--- config.mk ---
export PLATFORM = sky130hd
export DESIGN_NAME = i2c_master_byte_engine_core_flat
export DESIGN_NICKNAME = d
export VERILOG_FILES = /design/src/hw/rtl/i2cm_pkg.sv /design/src/hw/rtl/i2cm_if.sv /design/src/hw/rtl/i2cm_seq.sv /design/src/hw/rtl/i2cm_skid.sv /design/src/hw/rtl/i2c_master_byte_engine_core.sv /design/src/flat_wrapper.sv
export SDC_FILE = /design/constraint.sdc
export NUM_CORES = 1
export LEC_CHECK = 0
export ABC_CLOCK_PERIOD_IN_PS = 7050
export BUFFER_PORTS_ARGS = -buffer_cell sky130_fd_sc_hd__buf_2
export CELL_PAD_IN_SITES_DETAIL_PLACEMENT = 1
export CELL_PAD_IN_SITES_GLOBAL_PLACEMENT = 1
export CORE_UTILIZATION = 47
export CTS_CLUSTER_DIAMETER = 150
export DETAILED_ROUTE_END_ITERATION = 16
export PLACE_DENSITY_LB_ADDON = 0.08
export SLEW_MARGIN = 5
export SYNTH_ARGS = -nofsm -noshare
export SYNTH_HDL_FRONTEND = slang
export SYNTH_SLANG_ARGS = --single-unit
--- constraint.sdc ---
create_clock -name clk -period 7.05 [get_ports clk]
set_input_delay 0.3525 -clock clk [delete_from_list [all_inputs] [get_ports clk]]
set_output_delay 0.3525 -clock clk [all_outputs]
set_load 0.02 [all_outputs]
--- src/hw/rtl/i2cm_pkg.sv ---
// ----------------------------------------------------------------------------
// i2cm_pkg
// Shared types, command codes and the phase table of the I2C byte engine.
// ----------------------------------------------------------------------------
package i2cm_pkg;

  localparam logic [2:0] CMD_IDLE    = 3'd0;
  localparam logic [2:0] CMD_START   = 3'd1;
  localparam logic [2:0] CMD_RESTART = 3'd2;
  localparam logic [2:0] CMD_STOP    = 3'd3;
  localparam logic [2:0] CMD_WRITE   = 3'd4;
  localparam logic [2:0] CMD_READ    = 3'd5;
  localparam logic [2:0] CMD_RELEASE = 3'd6;

  localparam logic LINE_SCL = 1'b0;
  localparam logic LINE_SDA = 1'b1;

  localparam logic [15:0] PHASE_LEN_RST = 16'd10;
  localparam logic [4:0]  WR_ACK_PHASE  = 5'd25;
  localparam logic [4:0]  RD_BIT_FIRST  = 5'd2;
  localparam logic [4:0]  RD_BIT_END    = 5'd18;

  typedef struct packed {
    logic valid;
    logic line;
    logic level;
  } phase_t;

  typedef struct packed {
    logic       scl_out;
    logic       sda_out;
    logic       busy_res;
    logic       done_res;
    logic [7:0] rx_byte;
    logic       nack;
    logic       rejected;
  } res_t;

  function automatic phase_t mk_phase(input logic line, input logic level);
    phase_t ph;
    ph.valid = 1'b1;
    ph.line  = line;
    ph.level = level;
    return ph;
  endfunction

  // line and level driven in phase p of command cmd; valid low past the end
  function automatic phase_t phase_code(input logic [2:0] cmd, input logic [4:0] p,
                                        input logic [7:0] sreg, input logic ackh);
    phase_t ph;
    ph = '0;
    case (cmd)
      CMD_START: begin
        if (p == 5'd0) ph = mk_phase(LINE_SDA, 1'b0);
        else if (p == 5'd1) ph = mk_phase(LINE_SCL, 1'b0);
      end
      CMD_RESTART: begin
        if (p == 5'd0) ph = mk_phase(LINE_SDA, 1'b1);
        else if (p == 5'd1) ph = mk_phase(LINE_SCL, 1'b1);
        else if (p == 5'd2) ph = mk_phase(LINE_SDA, 1'b0);
        else if (p == 5'd3) ph = mk_phase(LINE_SCL, 1'b0);
      end
      CMD_STOP: begin
        if (p == 5'd0) ph = mk_phase(LINE_SDA, 1'b0);
        else if (p == 5'd1) ph = mk_phase(LINE_SCL, 1'b1);
        else if (p == 5'd2) ph = mk_phase(LINE_SDA, 1'b1);
      end
      CMD_WRITE: begin
        for (int i = 0; i < 8; i++) begin
          if (p == 5'(3 * i)) ph = mk_phase(LINE_SDA, sreg[3'(7 - i)]);
          if (p == 5'(3 * i + 1)) ph = mk_phase(LINE_SCL, 1'b1);
          if (p == 5'(3 * i + 2)) ph = mk_phase(LINE_SCL, 1'b0);
        end
        if (p == 5'd24) ph = mk_phase(LINE_SDA, 1'b1);
        else if (p == 5'd25) ph = mk_phase(LINE_SCL, 1'b1);
        else if (p == 5'd26) ph = mk_phase(LINE_SCL, 1'b0);
        else if (p == 5'd27) ph = mk_phase(LINE_SDA, 1'b0);
      end
      CMD_READ: begin
        if (p == 5'd0) ph = mk_phase(LINE_SCL, 1'b0);
        else if (p == 5'd1) ph = mk_phase(LINE_SDA, 1'b1);
        else if (p < RD_BIT_END) ph = mk_phase(LINE_SCL, ~p[0]);
        else if (p == 5'd18) ph = mk_phase(LINE_SDA, ~ackh);
        else if (p == 5'd19) ph = mk_phase(LINE_SCL, 1'b1);
        else if (p == 5'd20) ph = mk_phase(LINE_SCL, 1'b0);
        else if (p == 5'd21) ph = mk_phase(LINE_SDA, 1'b0);
      end
      CMD_RELEASE: begin
        if (p == 5'd0) ph = mk_phase(LINE_SCL, 1'b1);
        else if (p == 5'd1) ph = mk_phase(LINE_SDA, 1'b1);
      end
      default: ph = '0;
    endcase
    return ph;
  endfunction

endpackage

--- src/hw/rtl/i2cm_if.sv ---
// ----------------------------------------------------------------------------
// i2cm_if
// Request and result channel interfaces of the I2C byte engine.
// ----------------------------------------------------------------------------
interface i2cm_in_if;
  logic       valid;
  logic       ready;
  logic [2:0] kind;
  logic [7:0] tx_byte;
  logic       ack_to_send;
  logic       sda_in;

  modport source (output valid, kind, tx_byte, ack_to_send, sda_in, input ready);
  modport sink   (input valid, kind, tx_byte, ack_to_send, sda_in, output ready);
endinterface

interface i2cm_out_if;
  logic       valid;
  logic       ready;
  logic       scl_out;
  logic       sda_out;
  logic       busy_res;
  logic       done_res;
  logic [7:0] rx_byte;
  logic       nack;
  logic       rejected;

  modport source (output valid, scl_out, sda_out, busy_res, done_res, rx_byte, nack,
                  rejected, input ready);
  modport sink   (input valid, scl_out, sda_out, busy_res, done_res, rx_byte, nack,
                  rejected, output ready);
endinterface

--- src/hw/rtl/i2cm_seq.sv ---
// ----------------------------------------------------------------------------
// i2cm_seq
// Phase sequencer: command state, phase timer, shift register and flags.
// ----------------------------------------------------------------------------
module i2cm_seq (
  input  logic             clk,
  input  logic             rst_n,
  input  logic             cfg_wr_en,
  input  logic [15:0]      cfg_wr_data,
  input  logic             accept,
  input  logic [2:0]       kind,
  input  logic [7:0]       tx_byte,
  input  logic             ack_to_send,
  input  logic             sda_in,
  output i2cm_pkg::res_t   res
);

  logic [15:0] plen_r;
  logic [2:0]  cmd_r,  cmd_nxt;
  logic [4:0]  pidx_r, pidx_nxt;
  logic [15:0] tcnt_r, tcnt_nxt;
  logic [7:0]  sreg_r, sreg_nxt;
  logic        scl_r,  scl_nxt;
  logic        sda_r,  sda_nxt;
  logic [7:0]  rxb_r,  rxb_nxt;
  logic        nack_r, nack_nxt;
  logic        ackh_r, ackh_nxt;

  logic [15:0]      len;
  logic             is_cmd;
  logic             done;
  logic             rej;
  i2cm_pkg::phase_t ph_step;
  i2cm_pkg::phase_t ph_first;

  assign len    = (plen_r == 16'd0) ? 16'd1 : plen_r;
  assign is_cmd = kind inside {[i2cm_pkg::CMD_START:i2cm_pkg::CMD_RELEASE]};

  assign ph_step = i2cm_pkg::phase_code(cmd_r, 5'(pidx_r + 5'd1), sreg_r, ackh_r);

  always_comb begin
    cmd_nxt  = cmd_r;
    pidx_nxt = pidx_r;
    tcnt_nxt = tcnt_r;
    sreg_nxt = sreg_r;
    scl_nxt  = scl_r;
    sda_nxt  = sda_r;
    rxb_nxt  = rxb_r;
    nack_nxt = nack_r;
    ackh_nxt = ackh_r;
    done     = 1'b0;
    rej      = 1'b0;

    if (cmd_r != i2cm_pkg::CMD_IDLE) begin
      if (tcnt_r >= len) begin
        if (!ph_step.valid) begin
          if (cmd_r == i2cm_pkg::CMD_READ) rxb_nxt = sreg_r;
          cmd_nxt  = i2cm_pkg::CMD_IDLE;
          pidx_nxt = '0;
          tcnt_nxt = '0;
          done     = 1'b1;
        end else begin
          pidx_nxt = 5'(pidx_r + 5'd1);
          tcnt_nxt = '0;
          if (ph_step.line == i2cm_pkg::LINE_SCL) scl_nxt = ph_step.level;
          else sda_nxt = ph_step.level;
        end
      end
      if (cmd_nxt != i2cm_pkg::CMD_IDLE) begin
        tcnt_nxt = 16'(tcnt_nxt + 16'd1);
        rej      = is_cmd;
      end
    end

    ph_first = i2cm_pkg::phase_code(kind, 5'd0, tx_byte, ack_to_send);
    if (cmd_nxt == i2cm_pkg::CMD_IDLE && is_cmd) begin
      cmd_nxt  = kind;
      pidx_nxt = '0;
      tcnt_nxt = 16'd1;
      sreg_nxt = (kind == i2cm_pkg::CMD_WRITE) ? tx_byte : 8'd0;
      ackh_nxt = ack_to_send;
      if (ph_first.line == i2cm_pkg::LINE_SCL) scl_nxt = ph_first.level;
      else sda_nxt = ph_first.level;
    end

    if (cmd_nxt != i2cm_pkg::CMD_IDLE && tcnt_nxt == len) begin
      if (cmd_nxt == i2cm_pkg::CMD_WRITE && pidx_nxt == i2cm_pkg::WR_ACK_PHASE) begin
        nack_nxt = sda_in;
      end else if (cmd_nxt == i2cm_pkg::CMD_READ && pidx_nxt >= i2cm_pkg::RD_BIT_FIRST &&
                   pidx_nxt < i2cm_pkg::RD_BIT_END && !pidx_nxt[0]) begin
        sreg_nxt = {sreg_nxt[6:0], sda_in};
      end
    end

    res.scl_out  = scl_nxt;
    res.sda_out  = sda_nxt;
    res.busy_res = (cmd_nxt != i2cm_pkg::CMD_IDLE);
    res.done_res = done;
    res.rx_byte  = rxb_nxt;
    res.nack     = nack_nxt;
    res.rejected = rej;
  end

  always_ff @(posedge clk) begin
    if (!rst_n) begin
      plen_r <= i2cm_pkg::PHASE_LEN_RST;
      cmd_r  <= i2cm_pkg::CMD_IDLE;
      pidx_r <= '0;
      tcnt_r <= '0;
      sreg_r <= '0;
      scl_r  <= 1'b1;
      sda_r  <= 1'b1;
      rxb_r  <= '0;
      nack_r <= 1'b0;
      ackh_r <= 1'b0;
    end else begin
      if (cfg_wr_en) plen_r <= cfg_wr_data;
      if (accept) begin
        cmd_r  <= cmd_nxt;
        pidx_r <= pidx_nxt;
        tcnt_r <= tcnt_nxt;
        sreg_r <= sreg_nxt;
        scl_r  <= scl_nxt;
        sda_r  <= sda_nxt;
        rxb_r  <= rxb_nxt;
        nack_r <= nack_nxt;
        ackh_r <= ackh_nxt;
      end
    end
  end

endmodule

--- src/hw/rtl/i2cm_skid.sv ---
// ----------------------------------------------------------------------------
// i2cm_skid
// Two-entry result buffer: output register plus skid entry.
// ----------------------------------------------------------------------------
module i2cm_skid (
  input  logic             clk,
  input  logic             rst_n,
  input  logic             push,
  output logic             push_ready,
  input  i2cm_pkg::res_t   push_data,
  output logic             pop_valid,
  input  logic             pop_ready,
  output i2cm_pkg::res_t   pop_data
);

  i2cm_pkg::res_t head_r, head_nxt;
  i2cm_pkg::res_t spare_r, spare_nxt;
  logic           head_v_r, head_v_nxt;
  logic           spare_v_r, spare_v_nxt;
  logic           pop;

  assign push_ready = !spare_v_r;
  assign pop_valid  = head_v_r;
  assign pop_data   = head_r;
  assign pop        = head_v_r && pop_ready;

  always_comb begin
    head_nxt    = head_r;
    spare_nxt   = spare_r;
    head_v_nxt  = head_v_r;
    spare_v_nxt = spare_v_r;
    if (head_v_r && !pop) begin
      if (push) begin
        spare_nxt   = push_data;
        spare_v_nxt = 1'b1;
      end
    end else if (spare_v_r) begin
      head_nxt    = spare_r;
      head_v_nxt  = 1'b1;
      spare_v_nxt = push;
      if (push) spare_nxt = push_data;
    end else begin
      head_v_nxt = push;
      if (push) head_nxt = push_data;
    end
  end

  always_ff @(posedge clk) begin
    if (!rst_n) begin
      head_v_r  <= 1'b0;
      spare_v_r <= 1'b0;
    end else begin
      head_v_r  <= head_v_nxt;
      spare_v_r <= spare_v_nxt;
    end
  end

  always_ff @(posedge clk) begin
    head_r  <= head_nxt;
    spare_r <= spare_nxt;
  end

endmodule

--- src/hw/rtl/i2c_master_byte_engine_core.sv ---
// ----------------------------------------------------------------------------
// i2c_master_byte_engine_core
// Tick-driven I2C master byte engine with request/result channels.
// ----------------------------------------------------------------------------
// Each request is one time tick and yields exactly one result. A request is
// taken every cycle while the two-entry result buffer has room; its result is
// registered and shows on the result channel once earlier results are taken.
// Throughput is one tick per clock while the buffer has room. The user writes
// phase_length through cfg_wr_en/cfg_wr_data only while idle (not enforced).
module i2c_master_byte_engine_core (
  input  logic          clk,
  input  logic          rst_n,
  input  logic          cfg_wr_en,
  input  logic [15:0]   cfg_wr_data,
  i2cm_in_if.sink       in_chan,
  i2cm_out_if.source    out_chan
);

  logic           accept;
  logic           buf_ready;
  i2cm_pkg::res_t res;
  i2cm_pkg::res_t out_res;

  assign in_chan.ready = buf_ready;
  assign accept        = in_chan.valid && buf_ready;

  i2cm_seq u_seq (
    .clk         (clk),
    .rst_n       (rst_n),
    .cfg_wr_en   (cfg_wr_en),
    .cfg_wr_data (cfg_wr_data),
    .accept      (accept),
    .kind        (in_chan.kind),
    .tx_byte     (in_chan.tx_byte),
    .ack_to_send (in_chan.ack_to_send),
    .sda_in      (in_chan.sda_in),
    .res         (res)
  );

  i2cm_skid u_skid (
    .clk        (clk),
    .rst_n      (rst_n),
    .push       (accept),
    .push_ready (buf_ready),
    .push_data  (res),
    .pop_valid  (out_chan.valid),
    .pop_ready  (out_chan.ready),
    .pop_data   (out_res)
  );

  assign out_chan.scl_out  = out_res.scl_out;
  assign out_chan.sda_out  = out_res.sda_out;
  assign out_chan.busy_res = out_res.busy_res;
  assign out_chan.done_res = out_res.done_res;
  assign out_chan.rx_byte  = out_res.rx_byte;
  assign out_chan.nack     = out_res.nack;
  assign out_chan.rejected = out_res.rejected;

endmodule

--- src/flat_wrapper.sv ---
// flat-port wrapper written by rule: the top's interface ports become plain ports
module i2c_master_byte_engine_core_flat 
  (clk, rst_n, cfg_wr_en, cfg_wr_data, in_chan_valid, in_chan_kind, in_chan_tx_byte, in_chan_ack_to_send, in_chan_sda_in, in_chan_ready, out_chan_valid, out_chan_scl_out, out_chan_sda_out, out_chan_busy_res, out_chan_done_res, out_chan_rx_byte, out_chan_nack, out_chan_rejected, out_chan_ready);
  i2cm_in_if in_chan_i ();
  i2cm_out_if out_chan_i ();
  input  logic clk;
  input  logic rst_n;
  input  logic cfg_wr_en;
  input  logic [15:0] cfg_wr_data;
  input wire logic [$bits(in_chan_i.valid)-1:0] in_chan_valid;
  input wire logic [$bits(in_chan_i.kind)-1:0] in_chan_kind;
  input wire logic [$bits(in_chan_i.tx_byte)-1:0] in_chan_tx_byte;
  input wire logic [$bits(in_chan_i.ack_to_send)-1:0] in_chan_ack_to_send;
  input wire logic [$bits(in_chan_i.sda_in)-1:0] in_chan_sda_in;
  output wire logic [$bits(in_chan_i.ready)-1:0] in_chan_ready;
  output wire logic [$bits(out_chan_i.valid)-1:0] out_chan_valid;
  output wire logic [$bits(out_chan_i.scl_out)-1:0] out_chan_scl_out;
  output wire logic [$bits(out_chan_i.sda_out)-1:0] out_chan_sda_out;
  output wire logic [$bits(out_chan_i.busy_res)-1:0] out_chan_busy_res;
  output wire logic [$bits(out_chan_i.done_res)-1:0] out_chan_done_res;
  output wire logic [$bits(out_chan_i.rx_byte)-1:0] out_chan_rx_byte;
  output wire logic [$bits(out_chan_i.nack)-1:0] out_chan_nack;
  output wire logic [$bits(out_chan_i.rejected)-1:0] out_chan_rejected;
  input wire logic [$bits(out_chan_i.ready)-1:0] out_chan_ready;
  assign in_chan_i.valid = in_chan_valid;
  assign in_chan_i.kind = in_chan_kind;
  assign in_chan_i.tx_byte = in_chan_tx_byte;
  assign in_chan_i.ack_to_send = in_chan_ack_to_send;
  assign in_chan_i.sda_in = in_chan_sda_in;
  assign in_chan_ready = in_chan_i.ready;
  assign out_chan_valid = out_chan_i.valid;
  assign out_chan_scl_out = out_chan_i.scl_out;
  assign out_chan_sda_out = out_chan_i.sda_out;
  assign out_chan_busy_res = out_chan_i.busy_res;
  assign out_chan_done_res = out_chan_i.done_res;
  assign out_chan_rx_byte = out_chan_i.rx_byte;
  assign out_chan_nack = out_chan_i.nack;
  assign out_chan_rejected = out_chan_i.rejected;
  assign out_chan_i.ready = out_chan_ready;
  i2c_master_byte_engine_core u_core (.clk(clk), .rst_n(rst_n), .cfg_wr_en(cfg_wr_en), .cfg_wr_data(cfg_wr_data), .in_chan(in_chan_i), .out_chan(out_chan_i));
endmodule
[After elaboration in Yosys (flattened, before gate mapping)]
Cells that the tools add are included.
Storage, ports and cells
  register bits after elaboration: 90
  bits in latches: 0
  memory bits (writable): 0
  memory bits (read-only): 0
  input bits: 34
  output and inout bits: 16
  word-level logic and storage cells: 205
  memories kept: 0
Operators by class
  add/subtract/negate cells: 2
  multiply operators: 0
  div/mod/pow operators: 0
  magnitude comparators: 6
  equality and inequality tests: 44
  shifts and indexed selects: 0
  muxes and demuxes: 100
  bitwise operators: 3
  reductions and logical operators: 24
Operators with widths (count)
  $mux 3: 51
  $mux 16: 6
  $mux 8: 9
  $mux 14: 5
  $eq 5x5->1 const B: 13
  $eq 5x4->1 const B: 8
  $eq 3x3->1 const B: 8
  $mux 1: 23
  $eq 5x3->1 const B: 4
  $mux 5: 4
  $pmux 3 s6: 1
  $add 16x1->16 const B: 1
  $eq 16x16->1: 1
  $ge 16x16->1: 1
  $logic_not 16->1: 1
  $eq 3x2->1 const B: 4
  $eq 5x2->1 const B: 2
  $logic_and 1x1->1: 10
  $lt 5x5->1 const B: 2
  $pmux 2 s5: 1
  $reduce_bool 3->1: 3
  $eq 3x1->1 const B: 2
  $add 5x1->5 const B: 1
  $eq 5x1->1 const B: 1
  11 further kinds: 17

[Logic depth before layout (Yosys ltp)]
Gate-level depths: netlist (run 1).
  depth after elaboration: 45
  mapped depth: 26
  gate-level depth less buffers: 21

[By module]
Synthesis (run 1) repeated with hierarchy kept, for this count alone.
Unflattened totals
  cell total of the unflattened synthesis: 919
  area total of the unflattened synthesis: 7390.8 sq um
Modules (own cells, without submodules)
  i2cm_seq: times used 1, cells an instance 863, area an instance 6246.0 sq um, sequential area each 1201.2 sq um
  i2cm_skid: times used 1, cells an instance 55, area an instance 1138.6 sq um, sequential area each 880.8 sq um
  i2c_master_byte_engine_core: times used 1, cells an instance 1, area an instance 6.3 sq um, sequential area each 0.0 sq um

[Least setup slack after synthesis (run 1)]
OpenSTA, ideal clock, no wires.
  kind: reg-to-reg
  start: register u_core.u_seq.plen_r[12]
  end: register u_core.u_skid.head_r (netlist bit u_core.u_skid.pop_data[1]) (data pin)
  setup time: 259 ps
  arrival time: 5392 ps
  data required time: 6791 ps
  path slack: 1399 ps
  cell stages (with the launch flop): 26
  path buffers: 4
  cells stage by stage: dfxtp_1 clkbuf_1 nor4_1 nand4_1 nand2_1 ha_1 nor2b_1 o21ai_0 a221o_1 a21oi_1 buf_2 clkbuf_1 and2_1 ha_1 clkbuf_1 nand3_1 a221oi_1 o21ai_0 or4_1 mux2i_1 o2111ai_1 a2111oi_0 and4_1 and3_1 a21boi_1 o31a_1
Between the ends
  longest elaborated chain between the ends: 15
RTL lines
  start: declaration: RTL line i2cm_seq.sv:18  | logic [15:0] plen_r;
  start signal: assignment: RTL line i2cm_seq.sv:106  | plen_r <= i2cm_pkg::PHASE_LEN_RST;
  start signal: assignment: RTL line i2cm_seq.sv:117  | if (cfg_wr_en) plen_r <= cfg_wr_data;
  $logic_not 16->1: RTL line i2cm_seq.sv:36  | assign len = (plen_r == 16'd0) ? 16'd1 : plen_r;
  $mux 16 *: RTL line i2cm_seq.sv:36
  branches (longest 10 deep; another with $ge 16x16->1)
  $mux 1 *: RTL line i2cm_seq.sv:86  | if (cmd_nxt != i2cm_pkg::CMD_IDLE && tcnt_nxt == len) begin
  $mux 14 *: RTL line i2cm_skid.sv:44  | if (push) head_nxt = push_data;
  $mux 14 *: RTL line i2cm_skid.sv:37  | end else if (spare_v_r) begin
  end signal: assignment: RTL line i2cm_skid.sv:59  | head_r <= head_nxt;
  end: declaration: RTL line i2cm_skid.sv:16  | i2cm_pkg::res_t head_r, head_nxt;
Every way passes the cells marked *. The select of a mux whose other input is x is not followed.
A chain may end at the register's enable or synchronous reset.

[Final worst setup path (run 1)]
Same ends and word-level chain as after synthesis.

==> results of run 1 <==
[flip-flops by register name (all words and copies together) (netlist names)]
name,cells
u_core.u_seq.pidx_r,5
u_core.u_seq.plen_r,16
u_core.u_seq.cmd_r,3
u_core.u_skid.spare_v_r,1
u_core.u_seq.sda_r,1
u_core.u_seq.sreg_r,8
u_core.u_seq.ackh_r,1
u_core.u_skid.spare_r,14
u_core.u_skid.pop_valid,1
u_core.u_skid.pop_data,14
u_core.u_seq.scl_r,1
u_core.u_seq.rxb_r,8
u_core.u_seq.nack_r,1
u_core.u_seq.tcnt_r,16
[how the worst min path moves through the flow]
stage                   startpoint  slack [ns]                      to  depth (start not counted)
6_report            cfg_wr_data[1]        0.25  u_core.u_seq.plen_r[1]                          3
3_5_place_dp    u_core.u_seq.sda_r        0.45      u_core.u_seq.sda_r                          2
4_1_cts             cfg_wr_data[1]        0.25  u_core.u_seq.plen_r[1]                          3
2_1_floorplan   u_core.u_seq.sda_r        0.42      u_core.u_seq.sda_r                          2
3_3_place_gp    u_core.u_seq.sda_r        0.44      u_core.u_seq.sda_r                          2
5_1_grt        in_chan_ack_to_send        0.27     u_core.u_seq.ackh_r                          3
[final cells by class]
cell class | instances | area (sq um)
fillers | 1851 | 7270
inverters | 31 | 116
clock buffers | 9 | 225
well taps | 211 | 264
clock inverters | 7 | 91.3
flip-flops and latches | 90 | 2080
repair buffers | 61 | 335
multi-input cells | 744 | 4870
[cells in the mapped netlist (all sizes together), types with 4 or more instances]
library cell,count,area (sq um)
a21o,9,75.1
a22o,4,35.0
clkbuf,45,169
a21oi,60,323
or3,8,50.1
and3,15,98.8
o31ai,6,50.1
a211o,5,43.8
a2111oi,7,80.1
mux2i,22,220
o22ai,7,43.8
nand2b,15,93.8
nand2,91,342
a22oi,7,52.6
nor3,30,165
nand4,18,113
inv,31,116
and4,6,52.6
o211ai,16,120
a21boi,15,116
o311ai,4,35.0
nor4,14,93.8
a31oi,7,43.8
o21ai,55,275
dfxtp,62,1240
nand3,51,265
ha,22,275
a32oi,10,87.6
a221oi,7,73.8
mux2,20,225
o21a,4,30.0
buf,23,145
or2,9,56.3
and2,9,56.3
nor2,67,251
a211oi,11,92.6
o221ai,7,61.3
nor2b,38,238
edfxtp,28,841
or4,4,30.0
xnor2,9,101
nor3b,18,135
[critical path: cells and delay by family, from the launching register on]
kind	cells	cell delay, ns
AND/OR/NAND/NOR	10	2.92
AO/OA/AOI/OAI	8	2.03
adder cells (fa/ha/maj)	2	0.66
flip-flops	1	0.38
multiplexers	1	0.29
[report_power, final]
part	internal [uW]	leakage [uW]	switching, uW
Clock	287	0.000154	245
Combinational	99.1	0.00197	211
Sequential	561	0.000768	26.0
Total	947	0.00289	481
[kinds of logic (layout without fill, tap and decap cells)]
group	Yosys count	in the layout	share of synthesized area [%]
mux	42	42	6.04
xor+xnor	11	11	1.71
fa+ha+maj	22	22	3.73
flops	90	90	28.2
compound gates	265	265	25.5
simple gates	404	404	29.0
buf+inv	99	108	5.83
[per-layer routing]
layer | wire, um | vias up | global-route usage [%]
li1 | - | 3501 | -
met1 | 11600 | 3841 | 43.1
met2 | 13700 | 266 | 60.5
met3 | 1270 | 81 | 4.65
met4 | 1130 | 0 | 16.3
met5 | 0 | - | 0
[layout by cell type, fill, tap and decap left out, types with 6 or more instances in the layout]
| master | synthesis | layout |
|---|---|---|
| a2111oi_0 | 6 | 6 |
| a211oi_1 | 9 | 9 |
| a21boi_0 | 12 | 12 |
| a21o_1 | 8 | 8 |
| a21oi_1 | 58 | 58 |
| a22oi_1 | 7 | 7 |
| a31oi_1 | 7 | 7 |
| a32oi_1 | 10 | 10 |
| and2_1 | 9 | 9 |
| and3_1 | 14 | 14 |
| and4_1 | 6 | 6 |
| buf_2 | 11 | 49 |
| buf_4 | 3 | 12 |
| clkbuf_16 | 0 | 9 |
| dfxtp_1 | 62 | 62 |
| edfxtp_1 | 28 | 28 |
| ha_1 | 22 | 22 |
| inv_1 | 31 | 31 |
| mux2_2 | 20 | 20 |
| mux2i_1 | 22 | 22 |
| nand2_1 | 91 | 91 |
| nand2b_1 | 15 | 15 |
| nand3_1 | 49 | 49 |
| nand4_1 | 18 | 18 |
| nor2_1 | 67 | 67 |
| nor2b_1 | 38 | 37 |
| nor3_1 | 27 | 27 |
| nor3b_1 | 18 | 18 |
| nor4_1 | 13 | 13 |
| o211ai_1 | 16 | 16 |
| o21ai_0 | 53 | 53 |
| o221ai_1 | 7 | 7 |
| o22ai_1 | 7 | 7 |
| or2_2 | 6 | 6 |
| or3_1 | 8 | 8 |
| xnor2_1 | 6 | 6 |
[per-stage QoR]
step	hold slack, ns	cell area [sq um]	cells	setup slack, ns	utilization [%]
6_report	0.249	7980	1153	0.601	52.3
5_1_grt	0.267	7980	1153	0.300	52.3
4_1_cts	0.252	7980	1153	0.784	52.3
3_5_place_dp	0.452	7670	1137	0.986	50.3
3_3_place_gp	0.436	7670	1137	1.20	50.3
2_1_floorplan	0.425	7380	933	1.40	-
==> flow_metrics.env, run 1 <==
export IMPL_rsz0062_at_grt="no"
export IMPL_status="completed"
export IMPL_synth_seq_cells=90
export IMPL_io_pins=50
export IMPL_r2r_start="u_core.u_seq.plen_r[12]"
export IMPL_arrival_ns=6.68
export IMPL_clk_latency_ns=0.36
export IMPL_yosys_warnings=0
export IMPL_grt_overflow_total=0
export IMPL_dieArea_sq_um=16200
export IMPL_cap_violations=0
export IMPL_synth_cells=933
export IMPL_fp_dieH_um=127
export IMPL_slowest_stage="nor4_1"
export IMPL_tns_ns=0
export IMPL_ctsHoldBuffers=0
export IMPL_finalClockSkew_ns=0.00766
export IMPL_cts_root_buf="clkbuf_16"
export IMPL_crit_path_end_kind="flip-flop"
export IMPL_start_kind="flip-flop"
export IMPL_crit_path_start="u_core.u_seq.plen_r[12]"
export IMPL_cts_resized=0
export IMPL_wl_per_cell_um=24.0
export IMPL_finalWirelength_mm=27.7
export IMPL_ys_types=86
export IMPL_path_max_fanout=8
export IMPL_final_hold_viol_count=0
export IMPL_initial_core_util_pct=48.4
export IMPL_syn_nets=989
export IMPL_numCtsBuffers=9
export IMPL_cp_cell_sequence="nor4_1 -> nand4_1 -> nand2_1 -> ha_1 -> nor2b_1 -> o21ai_0 -> a221oi_2 -> o21ai_1 -> nor2_1 -> ha_1 -> nand3_1 -> a221oi_1 -> o21ai_0 -> or4_1 -> mux2i_1 -> o221ai_1 -> a2111oi_0 -> and4_1 -> and4_1 -> and3_1 -> o31a_1"
export IMPL_avgSynthCellArea_sq_um=7.91
export IMPL_htree_levels=3
export IMPL_vdd_drop_max_uv=176
export IMPL_cts_tree="done"
export IMPL_dpl_hpwl_mm=19.8
export IMPL_slew_violations=0
export IMPL_max_stage_delay_ns=0.50
export IMPL_coreArea_sq_um=15300
export IMPL_grt_antenna_before_repair=0
export IMPL_yosysSeqAreaShare_pct=28.2
export IMPL_grt_pass1_wl_mm=43.8
export IMPL_fmax_mhz=155
export IMPL_dr_pass1_iters=6
export IMPL_area_delta_synth_final_pct=8.19
export IMPL_hold_class="input port to flip-flop"
export IMPL_synth_main_ff_cell="dfxtp_1"
export IMPL_powerDensity_nw_per_um2=179
export IMPL_synthArstFlopShare_pct=0
export IMPL_total_power_uw=1430
export IMPL_relSlewSlack_pct=31.9
export IMPL_synth_edf_count=28
export IMPL_ant_nets=0
export IMPL_grt_usage_pct=35.0
export IMPL_setup_viol=0
export IMPL_clock_sinks=90
export IMPL_cts_buffer_depth=2
export IMPL_drive_gt1_share_pct=13.8
export IMPL_drc=0
export IMPL_period_share_pct=91.5
export IMPL_layout_nets=993
export IMPL_gp_congestion=0.940
export IMPL_worstReg2RegEnd="u_core.u_skid.pop_data[1]"
export IMPL_fp_dieW_um=127
export IMPL_crit_required_ns=7.28
export IMPL_via_per_inst=6.67
export IMPL_max_slew_worst_pin_slew_ns=1.01
export IMPL_port_buffers=49
export IMPL_reg2reg_depth=21
export IMPL_path_clk_slew_ns=0.08
export IMPL_grt_max_degree=58
export IMPL_cts_setup_buffers=0
export IMPL_n_antenna_cell=0
export IMPL_syn_area_sq_um=7380
export IMPL_num_rows=45
export IMPL_grt_pass1_vias=7738
export IMPL_via_count=7689
export IMPL_cp_endpoint="u_core.u_skid.pop_data[1]"
export IMPL_drt_first_iter_violations=574
export IMPL_fin_crit_ns=6.45
export IMPL_leakage_uw=0.00289
export IMPL_reg2reg_setup_slack_ns=0.60
export IMPL_critical_path_class="flip-flop to flip-flop"
(Power assumes the default switching activity.)
==> run 2: changes to the inputs <==
--- a/config.mk
+++ b/config.mk
@@ -9,7 +9,8 @@
 export BUFFER_PORTS_ARGS = -buffer_cell sky130_fd_sc_hd__buf_2
 export CELL_PAD_IN_SITES_DETAIL_PLACEMENT = 1
 export CELL_PAD_IN_SITES_GLOBAL_PLACEMENT = 1
-export CORE_UTILIZATION = 47
+export CORE_UTILIZATION = 48
+export CTS_BUF_LIST = sky130_fd_sc_hd__clkbuf_8
 export CTS_CLUSTER_DIAMETER = 150
 export DETAILED_ROUTE_END_ITERATION = 16
 export PLACE_DENSITY_LB_ADDON = 0.08
==> run 2 against run 1 <==
  * Clock power decreased by 29%
  * Via count decreased by 0.18%
  * Global-route usage decreased by 0.33 points
  * Worst setup slack improved by 0.24 ns
  * Flip-flop and latch count unchanged
  * Critical path type unchanged
==> flow_metrics.env, run 2 (same netlist as run 1, synthesis figures left out) <==
export IMPL_fin_cells=1126
export IMPL_cp_cell_sequence="nor4_1 -> nand4_1 -> nand2_1 -> ha_1 -> nor2b_1 -> o21ai_0 -> a221oi_2 -> o21ai_1 -> nor2_1 -> ha_1 -> nand3_1 -> a221oi_1 -> o21ai_0 -> or4_1 -> mux2i_1 -> o221ai_1 -> a2111oi_0 -> and4_1 -> and4_1 -> and3_1 -> o31a_1"
export IMPL_io_pins=50
export IMPL_drive_gt1_share_pct=13.8
export IMPL_grt_pass1_wl_mm=42.9
export IMPL_n_antenna_cell=0
export IMPL_combPwrFrac_pct=24.2
export IMPL_grt_usage_pct=34.6
export IMPL_clock_sinks=90
export IMPL_p_int_uw=801
export IMPL_start_kind="flip-flop"
export IMPL_dieArea_sq_um=15900
export IMPL_p_sw_share_pct=37.2
export IMPL_path_clk_slew_ns=0.10
export IMPL_hold_class="input port to flip-flop"
export IMPL_grt_antenna_before_repair=0
export IMPL_seqPwrFrac_pct=46.1
export IMPL_max_slew_worst_pin_slew_ns=1.05
export IMPL_ant_nets=0
export IMPL_clk_latency_ns=0.40
export IMPL_dr_pass1_iters=6
export IMPL_period_share_pct=88.1
export IMPL_port_buffers=49
export IMPL_leakage_uw=0.00284
export IMPL_reg_top3="u_core.u_seq.plen_r x16, u_core.u_seq.tcnt_r x16"
export IMPL_status="completed"
export IMPL_initial_core_util_pct=50.0
export IMPL_fin_crit_ns=6.21
export IMPL_placed_cells=1110
export IMPL_dpl_hpwl_mm=19.6
export IMPL_fp_dieW_um=126
export IMPL_path_buf_inv=0
export IMPL_cap_violations=0
export IMPL_drc=0
export IMPL_most_common_layout_cells="nand2_1 (91), nor2_1 (67), dfxtp_1 (62)"
export IMPL_num_rows=44
export IMPL_numCtsBuffers=9
export IMPL_crit_required_ns=7.32
export IMPL_coreArea_sq_um=14800
export IMPL_path_max_fanout=8
export IMPL_grt_max_degree=58
export IMPL_slowest_stage="or4_1"
export IMPL_cts_root_buf="clkbuf_8"
export IMPL_via_per_inst=6.82
export IMPL_cts_buffer_depth=2
export IMPL_rsz0062_at_grt="no"
export IMPL_slew_violations=0
export IMPL_relSlewSlack_pct=29.0
export IMPL_powerDensity_nw_per_um2=163
export IMPL_finalClockSkew_ns=0.00863
export IMPL_vdd_drop_max_uv=102
export IMPL_drt_first_iter_violations=587
export IMPL_gp_congestion=0.983
export IMPL_area_delta_synth_final_pct=6.15
export IMPL_arrival_ns=6.48
export IMPL_critical_path_class="flip-flop to flip-flop"
export IMPL_fmax_mhz=161
export IMPL_max_stage_delay_ns=0.48
export IMPL_htree_levels=3
export IMPL_setup_viol=0
export IMPL_cts_resized=0
export IMPL_final_common_cell="nand2_1"
export IMPL_layout_nets=993
export IMPL_fp_dieH_um=126
export IMPL_finalWirelength_mm=27.0
export IMPL_clkPwrFrac_pct=29.7
export IMPL_tns_ns=0
export IMPL_wl_per_cell_um=24.0
export IMPL_ctsHoldBuffers=0
export IMPL_cp_top_family="simple AND/OR/NAND/NOR gates"
export IMPL_p_switching_uw=473
export IMPL_crit_path_end_kind="flip-flop"
export IMPL_cts_tree="done"
export IMPL_grt_overflow_total=0
export IMPL_via_count=7675
export IMPL_final_hold_viol_count=0
export IMPL_cts_setup_buffers=0
export IMPL_grt_pass1_vias=7785
run 2: cell count changes in the layout (fill, tap and decap cells not counted):
cell and change:
clkbuf_16 -9, clkinvlp_4 -1, inv_6 +1, clkinv_4 +1, inv_8 -1, clkbuf_8 +9
clkinv_8 +1, bufinv_16 -1
run 2: final cells by class:
| cell class | instances | area [sq um] |
|---|---|---|
| fillers | 1831 | 6920 |
| multi-input cells | 744 | 4870 |
| flip-flops and latches | 90 | 2080 |
| repair buffers | 61 | 335 |
| well taps | 184 | 230 |
| clock buffers | 9 | 124 |
| inverters | 31 | 116 |
| clock inverters | 7 | 76.3 |
run 2: final timing paths:
path / depth (start not counted) / slack (ns) / start / endpoint
worst min-delay path: 3 / 0.18 / cfg_wr_data[1] / u_core.u_seq.plen_r[1]
worst max register to register: 21 / 0.84 / u_core.u_seq.plen_r[12] / u_core.u_skid.pop_data[1]
worst min register to register: 2 / 0.47 / u_core.u_seq.sda_r / u_core.u_seq.sda_r
worst max-delay path: 21 / 0.84 / u_core.u_seq.plen_r[12] / u_core.u_skid.pop_data[1]
run 2: power by group through the flow:
stage	logic [uW]	clock network [uW]	registers, uW
after floorplan	197	0	594
after global placement	291	0	596
after detailed placement	300	0	598
after CTS	302	383	586
after global routing	329	401	590
final	308	379	587
run 2: worst min-delay path, stage by stage:
cell,delay (ns)
buf_2,0.08
nand2_1,0.05
o211ai_1,0.07
run 2: metal layers:
metal	routed length [um]	global-route usage, %
met3	1330	4.72
met4	1160	18.4
met2	13200	59.4
met1	11300	42.2
met5	0	0
run 2: per-stage QoR:
stage / hold slack (ns) / util [%] / power (uW) / instance area [sq um] / setup slack (ns)
final: 0.185 / 53.1 / 1270 / 7830 / 0.841
after global routing: 0.220 / 53.1 / 1320 / 7830 / 0.509
after detailed placement: 0.454 / 51.7 / 898 / 7630 / 1.02
after global placement: 0.442 / 51.7 / 887 / 7630 / 1.29
after CTS: 0.185 / 53.1 / 1270 / 7830 / 0.985
after floorplan: 0.425 / - / 792 / 7380 / 1.40
